==> src/ppm_pkg.sv <==
// shared types and constants for the pedal plausibility monitor
package ppm_pkg;

	localparam int RAW_W    = 12;
	localparam int PSI_W    = 16;
	localparam int TIME_W   = 32;
	localparam int POS_W    = 8;
	localparam int THR_W    = 8;
	localparam int DLY_W    = 16;
	localparam int DATA_W   = 32;
	localparam int ADDR_W   = 5;
	localparam int STEP_W   = $clog2(POS_W);

	localparam logic [RAW_W-1:0] LEFT_MIN_RST         = 12'd2700;
	localparam logic [RAW_W-1:0] LEFT_MAX_RST         = 12'd3280;
	localparam logic [RAW_W-1:0] RIGHT_MIN_RST        = 12'd480;
	localparam logic [RAW_W-1:0] RIGHT_MAX_RST        = 12'd1180;
	localparam logic [THR_W-1:0] DIFF_THRESHOLD_RST   = 8'd50;
	localparam logic [DLY_W-1:0] DISAGREE_TIME_RST    = 16'd100;
	localparam logic [POS_W-1:0] BRAKE_SET_RST        = 8'd63;
	localparam logic [POS_W-1:0] BRAKE_CLEAR_RST      = 8'd12;

	typedef struct packed {
		logic [RAW_W-1:0]  left_raw;
		logic [RAW_W-1:0]  right_raw;
		logic [PSI_W-1:0]  rear_brake_psi;
		logic [TIME_W-1:0] now_ms;
	} sample_t;

	typedef struct packed {
		logic [POS_W-1:0] left_pos;
		logic [POS_W-1:0] right_pos;
		logic [POS_W-1:0] throttle_pos;
		logic             throttle_implausible;
		logic             brake_implausible;
	} result_t;

	typedef struct packed {
		logic [RAW_W-1:0] left_min;
		logic [RAW_W-1:0] left_max;
		logic [RAW_W-1:0] right_min;
		logic [RAW_W-1:0] right_max;
		logic [THR_W-1:0] diff_threshold;
		logic [DLY_W-1:0] disagree_time_ms;
		logic [POS_W-1:0] brake_set_throttle;
		logic [POS_W-1:0] brake_clear_throttle;
	} cfg_t;

	typedef enum logic {
		CHAN_LEFT  = 1'b0,
		CHAN_RIGHT = 1'b1
	} chan_t;

	typedef struct packed {
		logic  load;
		logic  prep;
		logic  step;
		logic  store;
		logic  eval;
		chan_t chan;
	} ctrl_cmd_t;

	typedef struct packed {
		logic out_free;
	} ctrl_sts_t;

endpackage

==> src/ppm_regs.sv <==
// apb configuration register bank
module ppm_regs (
	input  logic                        clk,
	input  logic                        arst_n,
	input  logic                        psel,
	input  logic                        penable,
	input  logic                        pwrite,
	input  logic [ppm_pkg::ADDR_W-1:0]  paddr,
	input  logic [ppm_pkg::DATA_W-1:0]  pwdata,
	output logic [ppm_pkg::DATA_W-1:0]  prdata,
	output ppm_pkg::cfg_t               cfg
);
	import ppm_pkg::*;

	typedef enum logic [2:0] {
		REG_LEFT_MIN     = 3'd0,
		REG_LEFT_MAX     = 3'd1,
		REG_RIGHT_MIN    = 3'd2,
		REG_RIGHT_MAX    = 3'd3,
		REG_DIFF_THR     = 3'd4,
		REG_DISAGREE_MS  = 3'd5,
		REG_BRAKE_SET    = 3'd6,
		REG_BRAKE_CLEAR  = 3'd7
	} reg_idx_t;

	cfg_t     cfg_q;
	reg_idx_t idx;
	logic     wr_en;

	// byte address, one word per register
	assign idx   = reg_idx_t'(paddr[ADDR_W-1:2]);
	assign wr_en = psel && penable && pwrite;
	assign cfg   = cfg_q;

	always_ff @(posedge clk or negedge arst_n) begin
		if (!arst_n) begin
			cfg_q.left_min             <= LEFT_MIN_RST;
			cfg_q.left_max             <= LEFT_MAX_RST;
			cfg_q.right_min            <= RIGHT_MIN_RST;
			cfg_q.right_max            <= RIGHT_MAX_RST;
			cfg_q.diff_threshold       <= DIFF_THRESHOLD_RST;
			cfg_q.disagree_time_ms     <= DISAGREE_TIME_RST;
			cfg_q.brake_set_throttle   <= BRAKE_SET_RST;
			cfg_q.brake_clear_throttle <= BRAKE_CLEAR_RST;
		end else if (wr_en) begin
			unique case (idx)
				REG_LEFT_MIN:    cfg_q.left_min             <= pwdata[RAW_W-1:0];
				REG_LEFT_MAX:    cfg_q.left_max             <= pwdata[RAW_W-1:0];
				REG_RIGHT_MIN:   cfg_q.right_min            <= pwdata[RAW_W-1:0];
				REG_RIGHT_MAX:   cfg_q.right_max            <= pwdata[RAW_W-1:0];
				REG_DIFF_THR:    cfg_q.diff_threshold       <= pwdata[THR_W-1:0];
				REG_DISAGREE_MS: cfg_q.disagree_time_ms     <= pwdata[DLY_W-1:0];
				REG_BRAKE_SET:   cfg_q.brake_set_throttle   <= pwdata[POS_W-1:0];
				REG_BRAKE_CLEAR: cfg_q.brake_clear_throttle <= pwdata[POS_W-1:0];
			endcase
		end
	end

	always_comb begin
		unique case (idx)
			REG_LEFT_MIN:    prdata = DATA_W'(cfg_q.left_min);
			REG_LEFT_MAX:    prdata = DATA_W'(cfg_q.left_max);
			REG_RIGHT_MIN:   prdata = DATA_W'(cfg_q.right_min);
			REG_RIGHT_MAX:   prdata = DATA_W'(cfg_q.right_max);
			REG_DIFF_THR:    prdata = DATA_W'(cfg_q.diff_threshold);
			REG_DISAGREE_MS: prdata = DATA_W'(cfg_q.disagree_time_ms);
			REG_BRAKE_SET:   prdata = DATA_W'(cfg_q.brake_set_throttle);
			REG_BRAKE_CLEAR: prdata = DATA_W'(cfg_q.brake_clear_throttle);
		endcase
	end

endmodule

==> src/ppm_ctrl.sv <==
// sequencing state machine for the two scaling divisions and the evaluation
module ppm_ctrl (
	input  logic                   clk,
	input  logic                   arst_n,
	input  logic                   sample_valid,
	input  ppm_pkg::ctrl_sts_t     sts,
	output ppm_pkg::ctrl_cmd_t     cmd,
	output logic                   busy
);
	import ppm_pkg::*;

	typedef enum logic [2:0] {
		S_IDLE,
		S_PREP,
		S_DIV,
		S_STORE,
		S_EVAL
	} state_t;

	state_t              state_q;
	chan_t               chan_q;
	logic [STEP_W-1:0]   cnt_q;

	always_ff @(posedge clk or negedge arst_n) begin
		if (!arst_n) begin
			state_q <= S_IDLE;
			chan_q  <= CHAN_LEFT;
			cnt_q   <= '0;
		end else begin
			unique case (state_q)
				S_IDLE: begin
					if (sample_valid) begin
						state_q <= S_PREP;
						chan_q  <= CHAN_LEFT;
					end
				end
				S_PREP: begin
					state_q <= S_DIV;
					cnt_q   <= '0;
				end
				S_DIV: begin
					cnt_q <= cnt_q + 1'b1;
					if (cnt_q == STEP_W'(POS_W - 1)) state_q <= S_STORE;
				end
				S_STORE: begin
					if (chan_q == CHAN_LEFT) begin
						chan_q  <= CHAN_RIGHT;
						state_q <= S_PREP;
					end else begin
						state_q <= S_EVAL;
					end
				end
				S_EVAL: begin
					// hold here while the previous result is still waiting
					if (sts.out_free) state_q <= S_IDLE;
				end
				default: state_q <= S_IDLE;
			endcase
		end
	end

	always_comb begin
		cmd.load  = (state_q == S_IDLE) && sample_valid;
		cmd.prep  = (state_q == S_PREP);
		cmd.step  = (state_q == S_DIV);
		cmd.store = (state_q == S_STORE);
		cmd.eval  = (state_q == S_EVAL) && sts.out_free;
		cmd.chan  = chan_q;
	end

	assign busy = (state_q != S_IDLE);

endmodule

==> src/ppm_dp.sv <==
// datapath: sample capture, range scaling with a shared divider, plausibility logic
module ppm_dp #(
	parameter int ADC_BITS         = 12,
	parameter int BRAKE_ACTIVE_PSI = 100
) (
	input  logic                 clk,
	input  logic                 arst_n,
	input  ppm_pkg::ctrl_cmd_t   cmd,
	output ppm_pkg::ctrl_sts_t   sts,
	input  ppm_pkg::sample_t     sample,
	input  ppm_pkg::cfg_t        cfg,
	output logic                 result_valid,
	input  logic                 result_stall,
	output ppm_pkg::result_t     result
);
	import ppm_pkg::*;

	// effective sample width: samples arrive as 12 bits and are cut to ADC_BITS when that is smaller
	localparam int AW = (ADC_BITS < RAW_W) ? ADC_BITS : RAW_W;

	sample_t            smp_q;
	logic [AW-1:0]      rem_q;
	logic [AW-1:0]      den_q;
	logic [POS_W-1:0]   low_q;
	logic [POS_W-1:0]   quo_q;
	logic               empty_q;
	logic [POS_W-1:0]   lpos_q;
	logic [POS_W-1:0]   rpos_q;
	logic [TIME_W-1:0]  last_agree_q;
	logic               latch_q;
	logic               out_valid_q;
	result_t            out_q;

	// operand selection and clamping for the division set-up
	logic [AW-1:0]      x_raw, lo, hi, x_clamp, dx;
	logic [AW+POS_W-1:0] num;
	logic               empty;

	always_comb begin
		if (cmd.chan == CHAN_LEFT) begin
			x_raw = smp_q.left_raw[AW-1:0];
			lo    = cfg.left_min[AW-1:0];
			hi    = cfg.left_max[AW-1:0];
		end else begin
			x_raw = smp_q.right_raw[AW-1:0];
			lo    = cfg.right_min[AW-1:0];
			hi    = cfg.right_max[AW-1:0];
		end
		empty = (hi <= lo);
		priority if (x_raw < lo) x_clamp = lo;
		else if (x_raw > hi)     x_clamp = hi;
		else                     x_clamp = x_raw;
		dx  = x_clamp - lo;
		// dx * 255 as a shift and subtract
		num = {dx, {POS_W{1'b0}}} - (AW+POS_W)'(dx);
	end

	// one restoring step; quotient is below 256 so only the low byte is shifted in
	logic [AW:0] trial;
	logic [AW:0] trial_sub;
	logic        ge;

	always_comb begin
		trial     = {rem_q, low_q[POS_W-1]};
		trial_sub = trial - {1'b0, den_q};
		ge        = (trial >= {1'b0, den_q});
	end

	// evaluation of one finished sample
	logic [POS_W-1:0]  diff;
	logic [POS_W-1:0]  pmin;
	logic [TIME_W-1:0] elapsed;
	logic              agree;
	logic              flag;
	logic [POS_W-1:0]  tp;
	logic              latch_nxt;

	always_comb begin
		diff    = (lpos_q > rpos_q) ? (lpos_q - rpos_q) : (rpos_q - lpos_q);
		pmin    = (lpos_q < rpos_q) ? lpos_q : rpos_q;
		agree   = (diff < cfg.diff_threshold);
		elapsed = smp_q.now_ms - last_agree_q;
		flag    = !agree && (elapsed >= TIME_W'(cfg.disagree_time_ms));
		tp      = flag ? '0 : pmin;
		// set wins over clear
		priority if (tp > cfg.brake_set_throttle &&
		             smp_q.rear_brake_psi > PSI_W'(BRAKE_ACTIVE_PSI))
			latch_nxt = 1'b1;
		else if (tp < cfg.brake_clear_throttle)
			latch_nxt = 1'b0;
		else
			latch_nxt = latch_q;
	end

	// payload registers
	always_ff @(posedge clk) begin
		if (cmd.load) smp_q <= sample;
		if (cmd.prep) begin
			rem_q   <= num[AW+POS_W-1:POS_W];
			low_q   <= num[POS_W-1:0];
			den_q   <= hi - lo;
			empty_q <= empty;
		end
		if (cmd.step) begin
			rem_q <= ge ? trial_sub[AW-1:0] : trial[AW-1:0];
			low_q <= {low_q[POS_W-2:0], 1'b0};
			quo_q <= {quo_q[POS_W-2:0], ge};
		end
		if (cmd.store) begin
			if (cmd.chan == CHAN_LEFT) lpos_q <= empty_q ? '0 : quo_q;
			else                       rpos_q <= empty_q ? '0 : quo_q;
		end
		if (cmd.eval) begin
			out_q.left_pos             <= lpos_q;
			out_q.right_pos            <= rpos_q;
			out_q.throttle_pos         <= tp;
			out_q.throttle_implausible <= flag;
			out_q.brake_implausible    <= latch_nxt;
		end
	end

	// state and handshake
	always_ff @(posedge clk or negedge arst_n) begin
		if (!arst_n) begin
			last_agree_q <= '0;
			latch_q      <= 1'b0;
			out_valid_q  <= 1'b0;
		end else begin
			if (cmd.eval) begin
				if (agree) last_agree_q <= smp_q.now_ms;
				latch_q     <= latch_nxt;
				out_valid_q <= 1'b1;
			end else if (out_valid_q && !result_stall) begin
				out_valid_q <= 1'b0;
			end
		end
	end

	assign sts.out_free  = !out_valid_q;
	assign result_valid  = out_valid_q;
	assign result        = out_q;

endmodule

==> src/pedal_plausibility_monitor.sv <==
// pedal plausibility monitor top level
//
//  channel   direction  handshake                      beat
//  sample    in         sample_valid / sample_stall    ppm_pkg::sample_t
//  result    out        result_valid / result_stall    ppm_pkg::result_t
//  apb cfg   in/out     psel penable pwrite pready     32 bit word per register
//
// a sample beat is accepted only while the block is idle, and the next sample
// is taken after its result is evaluated; the scaling is done by the
// single 8-step divider that scales the left and then the right sensor
// reset clears the agreement time, the brake latch and all handshake state
// a stalled result does not block the next sample; only its evaluation waits
module pedal_plausibility_monitor #(
	parameter int ADC_BITS         = 12,
	parameter int BRAKE_ACTIVE_PSI = 100
) (
	input  logic                        clk,
	input  logic                        arst_n,
	input  logic                        sample_valid,
	output logic                        sample_stall,
	input  ppm_pkg::sample_t            sample,
	output logic                        result_valid,
	input  logic                        result_stall,
	output ppm_pkg::result_t            result,
	input  logic                        psel,
	input  logic                        penable,
	input  logic                        pwrite,
	input  logic [ppm_pkg::ADDR_W-1:0]  paddr,
	input  logic [ppm_pkg::DATA_W-1:0]  pwdata,
	output logic [ppm_pkg::DATA_W-1:0]  prdata,
	output logic                        pready
);
	import ppm_pkg::*;

	cfg_t       cfg;
	ctrl_cmd_t  cmd;
	ctrl_sts_t  sts;
	logic       busy;

	assign pready       = 1'b1;
	assign sample_stall = busy;

	ppm_regs u_regs (
		.clk     (clk),
		.arst_n  (arst_n),
		.psel    (psel),
		.penable (penable),
		.pwrite  (pwrite),
		.paddr   (paddr),
		.pwdata  (pwdata),
		.prdata  (prdata),
		.cfg     (cfg)
	);

	ppm_ctrl u_ctrl (
		.clk          (clk),
		.arst_n       (arst_n),
		.sample_valid (sample_valid),
		.sts          (sts),
		.cmd          (cmd),
		.busy         (busy)
	);

	ppm_dp #(
		.ADC_BITS         (ADC_BITS),
		.BRAKE_ACTIVE_PSI (BRAKE_ACTIVE_PSI)
	) u_dp (
		.clk          (clk),
		.arst_n       (arst_n),
		.cmd          (cmd),
		.sts          (sts),
		.sample       (sample),
		.cfg          (cfg),
		.result_valid (result_valid),
		.result_stall (result_stall),
		.result       (result)
	);

endmodule

==> config.mk <==
export PLATFORM = sky130hd
export DESIGN_NAME = pedal_plausibility_monitor
export DESIGN_NICKNAME = d
export VERILOG_FILES = /design/src/ppm_pkg.sv /design/src/ppm_regs.sv /design/src/ppm_ctrl.sv /design/src/ppm_dp.sv /design/src/pedal_plausibility_monitor.sv
export SDC_FILE = /design/constraint.sdc
export NUM_CORES = 1
export LEC_CHECK = 0
export ABC_AREA = 1
export BUFFER_PORTS_ARGS = -buffer_cell sky130_fd_sc_hd__buf_2
export CORE_UTILIZATION = 35
export DETAILED_ROUTE_END_ITERATION = 10
export MAX_ROUTING_LAYER = met4
export PLACE_DENSITY_LB_ADDON = 0.12
export SYNTH_ARGS = -nofsm -noshare
export SYNTH_HDL_FRONTEND = slang
export SYNTH_SLANG_ARGS = --single-unit
export TNS_END_PERCENT = 50
==> constraint.sdc <==
create_clock -name clk -period 14.2 [get_ports clk]
set_clock_uncertainty 0.1 [all_clocks]
set_input_delay 1.42 -clock clk [delete_from_list [all_inputs] [get_ports clk]]
set_output_delay 1.42 -clock clk [all_outputs]
set_load 0.05 [all_outputs]
==> results of run 1 <==
flip-flops by register name, summed over array words and instances, names as in the netlist, 12 cells and up:
register           flops
u_dp.den_q            12
u_dp.last_agree_q     32
u_dp.rem_q            12
u_dp.result           26
u_dp.smp_q            72
u_regs.cfg            88
cells in the mapped netlist, types with 6 or more instances:
cell,number
nand2_1,605
inv_1,370
o21ai_0,183
edfxtp_1,154
ha_1,147
nor2_1,118
a21oi_1,100
dfrtp_1,96
nand3_1,61
clkbuf_1,41
xor2_1,38
dfstp_2,33
o22ai_1,27
o211ai_1,24
nor3_1,21
buf_4,18
nand2_2,16
o21ai_1,16
inv_2,11
nand4_1,11
xnor2_1,10
or2_2,9
nor2_2,8
nand3b_1,7
o21bai_1,7
a211oi_1,6
a21oi_2,6
and2_1,6
fa_1,6
layer usage:
metal,GRT usage,share of wire
met5,-,0
met1,0.270,0.50
met4,0.0602,0.024
met2,0.285,0.43
met3,0.0276,0.043
critical path: cells and delay by family (launching register included):
| family | cells | cell delay (ns) |
|---|---|---|
| xor+xnor | 1 | 0.46 |
| simple gates | 13 | 1.79 |
| fa+ha+maj | 3 | 1.17 |
| buf+inv | 6 | 1.31 |
| compound gates | 8 | 1.28 |
| flops | 1 | 0.34 |
cell families (layout without fill, tap and decap cells):
kind of cell,Yosys count,after routing,synth area share
AOI/OAI and AO/OA,394,394,0.124
xor gates and xnor gates,54,54,0.0287
adders and majority gates,153,153,0.108
buffers and inverters,447,600,0.0968
DFF,284,284,0.438
muxes,4,4,0.00229
other,2,23,0.000416
and+or+nand+nor,878,878,0.201
worst paths after layout:
| path | startpoint | end | slack (ns) | depth (start not counted) |
|---|---|---|---|---|
| worst max register to register | u_ctrl.chan_q | u_dp.rem_q[7] | 7.43 | 31 |
| min in group asynchronous | arst_n | u_dp.last_agree_q[21] | 0.79 | 1 |
| worst max-delay path | u_ctrl.chan_q | u_dp.rem_q[7] | 7.43 | 31 |
| worst min-delay path | u_dp.quo_q[2] | u_dp.quo_q[3] | 0.35 | 0 |
| worst min register to register | u_dp.quo_q[2] | u_dp.quo_q[3] | 0.35 | 0 |
| max in group asynchronous | arst_n | u_regs.cfg[16] | 11.90 | 2 |
final cells by class:
type                       count  area (sq um)
antenna                        6          15.0
clock inverter                16           135
timing repair buffer         150           779
multi-input combinational   1500          8490
sequential                   284          7910
clock buffer                  48           997
tap                          672           841
fill                        5200         30000
inverter                     386          1450
metrics by stage:
step | hold WS, ns | worst slack, ns | cells | utilization | instance area, sq um
floorplan | 0.326 | 8.39 | 2231 | - | 18100
CTS | 0.348 | 7.41 | 3056 | 0.407 | 20600
global route | 0.370 | 6.82 | 3062 | 0.408 | 20600
detailed placement | 0.337 | 7.44 | 2992 | 0.385 | 19500
finish | 0.351 | 7.43 | 3062 | 0.408 | 20600
global placement | 0.336 | 7.51 | 2992 | 0.385 | 19500
==> results.toml, run 1 <==
[sta]
period_needed_ns = 6.77
drv_slew = 0
slew_headroom = 0.310
setup_viol = 0
hold_viol = 0
grt_setup_unrepaired = "no"
worst_pin_slew_ns = 1.03
timing.final.crit_share = 0.476
fmax_mhz = 148
tns_ns = 0

[grt]
grt_pass1_wl_um = 77300
grt-ovfl-total = 0
antenna_found_initial = 6
grt_util_all_layers = 0.192
grt_max_degree = 68
grt_pass1_vias = 14200

[route]
drt_iter0_drc = 899
wl_per_cell_um = 15.8
dr.pass1.iters = 5
remaining_drc_errors = 0
vias_per_cell = 4.77
dr_total_vias = 14600
drt_wl_total_um = 48400
drt.antenna.violating_nets = 0

[placement]
routabilityCongestion = 0.906
place.port_buffers = 141
place_hpwl_um = 37400

[critical_path]
crit_required_ns = 14.38
end_kind = "register"
cp.arrival_ns = 6.94
path_common_cell = "nand2_1"
critical-path-max-stage-delay_ns = 0.47
crit_path_start_kind = "register"
criticalPathCategory = "register to register"
cp_max_fo = 59
crit_slowest_cell = "buf_4"

[synthesis]
netlist_instances = 2216
async_reset_ff_frac = 0.454
synth_seq_cells = 284
yosysSeqAreaShare = 0.438
synth_area_leaders = "edfxtp_1, dfrtp_1, nand2_1"
yosys.area.top_type = "edfxtp_1"
synth_top_area_share = 0.256
postSynthAreaPerCell_sq_um = 8.15
ys.flop_type = "edfxtp_1"
ys.warnings.count = 0
synth_edf_count = 154
syn-cell-area_sq_um = 18100
ys_types = 58

[min_path]
min_path_type = "register to register"

[floorplanning]
core_sq_um = 50600
die_area_sq_um = 52500
pin_count = 177
start_util = 0.357
die_h_um = 229
num_rows = 82
fp.dieW_um = 229

[clocking]
hold_buffers = 0
clk_pin_slew_ns = 0.06
cts_buffer_depth = 3
clock_latency_ns = 0.55
post_cts_buffers = 0
clock-sinks = 284
tritoncts = "done"
htree_levels = 2
clock-root-buffer = "clkbuf_16"
cts_buffers = 36
cts_resized = 0

[final_layout]
drive_gt1_frac = 0.133
most-common-layout-cells = "nand2_1, inv_1, o21ai_0"
syn_to_final_growth_pct = 14.2
final_common_cell = "nand2_1"
final_nets = 2627

[outcome]
status = "finished clean"

[job]
drv_cap = 0
Power of run 1 is not shown: default switching activity piles up to over one toggle a cycle in this logic, so the estimate is an artifact.
==> run 2, diff against run 1 <==
- clock period: 14.2 -> 6.65 ns (I/O delays scaled with it)
==> run 2 against run 1 <==
  * Final area is 1.1% higher
  * Die area stayed put
  * Utilization is 0.44 points higher
  * Largest cell class unchanged
==> results.toml, run 2 (synthesis gave the netlist of run 1 again) <==
[clocking]
clk_pin_slew_ns = 0.06
hold_buffers = 0
clock-sinks = 284
cts_resized = 0
clock-root-buffer = "clkbuf_16"
clock_latency_ns = 0.54
cts_buffers = 34
tritoncts = "done"
post_cts_buffers = 0
htree_levels = 2
cts_buffer_depth = 3

[critical_path]
cp_top_family = "simple AND/OR/NAND/NOR gates"
cp_max_fo = 18
crit_required_ns = 6.83
crit_path_start_kind = "register"
criticalPathCategory = "register to register"
end_kind = "register"
critical-path-max-stage-delay_ns = 0.57
crit_slowest_cell = "dfrtp_4"
cp.arrival_ns = 6.34
critPathBufInv = 8
path_common_cell = "nand2_1"

[grt]
grt_max_degree = 68
grt_pass1_vias = 14000
grt_pass1_wl_um = 76900
grt-ovfl-total = 0
antenna_found_initial = 5
grt_util_all_layers = 0.192

[final_layout]
final_common_cell = "nand2_1"
stdcell_area_sq_um = 20800
largest_register_ff_count = 88
most-common-layout-cells = "nand2_1, inv_1, o21ai_0"
syn_to_final_growth_pct = 15.4
drive_gt1_frac = 0.143
final_nets = 2651

[floorplanning]
start_util = 0.357
die_area_sq_um = 52500
num_rows = 82
fp.dieW_um = 229
die_h_um = 229
core_sq_um = 50600
pin_count = 177

[route]
dr_total_vias = 14600
vias_per_cell = 4.72
drt_wl_total_um = 48600
remaining_drc_errors = 0
dr.pass1.iters = 5
drt.antenna.violating_nets = 0
wl_per_cell_um = 15.7
drt_iter0_drc = 852

[sta]
fin_ws_ns = 0.486
hold_viol = 0
tns_ns = 0
slew_headroom = 0.280
grt_setup_unrepaired = "yes"
setup_viol = 0
timing.final.crit_share = 0.927
holdWs_ns = 0.0359
drv_slew = 0
period_needed_ns = 6.16
worst_pin_slew_ns = 1.08
fmax_mhz = 162

[job]
drv_cap = 0

[outcome]
status = "finished clean"

[placement]
routabilityCongestion = 0.894
placedInstanceArea_sq_um = 19700
place_ws_ns = 0.216
place_hpwl_um = 38100
place.port_buffers = 141

[min_path]
min_path_type = "primary input to asynchronous set/reset pin"
[run 2: cell types whose count changed in the layout (fill, tap and decap cells not counted), moves of 2 or more]
| cell | delta |
|---|---|
| clkinv_2 | -3 |
| clkbuf_1 | +2 |
| buf_4 | +25 |
| clkinvlp_4 | -2 |
| a21oi_1 | -3 |
| a21oi_2 | +3 |
[run 2: layout make-up]
cell class                 instances  area, sq um
clock buffer                      50         1000
sequential                       284         7920
clock inverter                    11          131
antenna                            5         12.5
inverter                         386         1450
timing repair buffer             176          987
tap                              672          841
multi-input combinational       1500         8500
fill                            5156        29700
[run 2: per-stage QoR]
| step | utilization | std cells |
|---|---|---|
| 2_1_floorplan | - | 2231 |
| 3_3_place_gp | 0.389 | 3018 |
| 3_5_place_dp | 0.389 | 3018 |
| 4_1_cts | 0.412 | 3079 |
| 5_1_grt | 0.412 | 3084 |
| 6_report | 0.412 | 3084 |
[run 2: final timing paths]
check	from	cells after the start	endpoint	slack, ns
worst max-delay path	u_ctrl.chan_q	34	u_dp.rem_q[7]	0.49
worst min-delay path	arst_n	1	u_dp.last_agree_q[21]	0.04
worst max register to register	u_ctrl.chan_q	34	u_dp.rem_q[7]	0.49
worst min register to register	u_dp.quo_q[6]	0	u_dp.quo_q[7]	0.35
max in group asynchronous	arst_n	2	u_regs.cfg[61]	5.07
min in group clk	sample[19]	1	u_dp.smp_q[19]	0.20
[run 2: worst reg2reg max path, delay by kind of cell (launching register included)]
family          cells  cell delay (ns)
fa+ha+maj           3             1.05
buf+inv             8             1.11
compound gates      7             0.88
simple gates       15             2.07
xor+xnor            1             0.15
flops               1             0.57
[run 2: layer usage]
metal  global-route usage  up-vias  wire length (um)
met4               0.0456        0               873
li1                     -     7508                 -
met3               0.0288       61              2180
met1                0.271     6732             24600
met2                0.287      266             20900
met5                    -        -                 0
Power of run 2 is left out for the same reason.
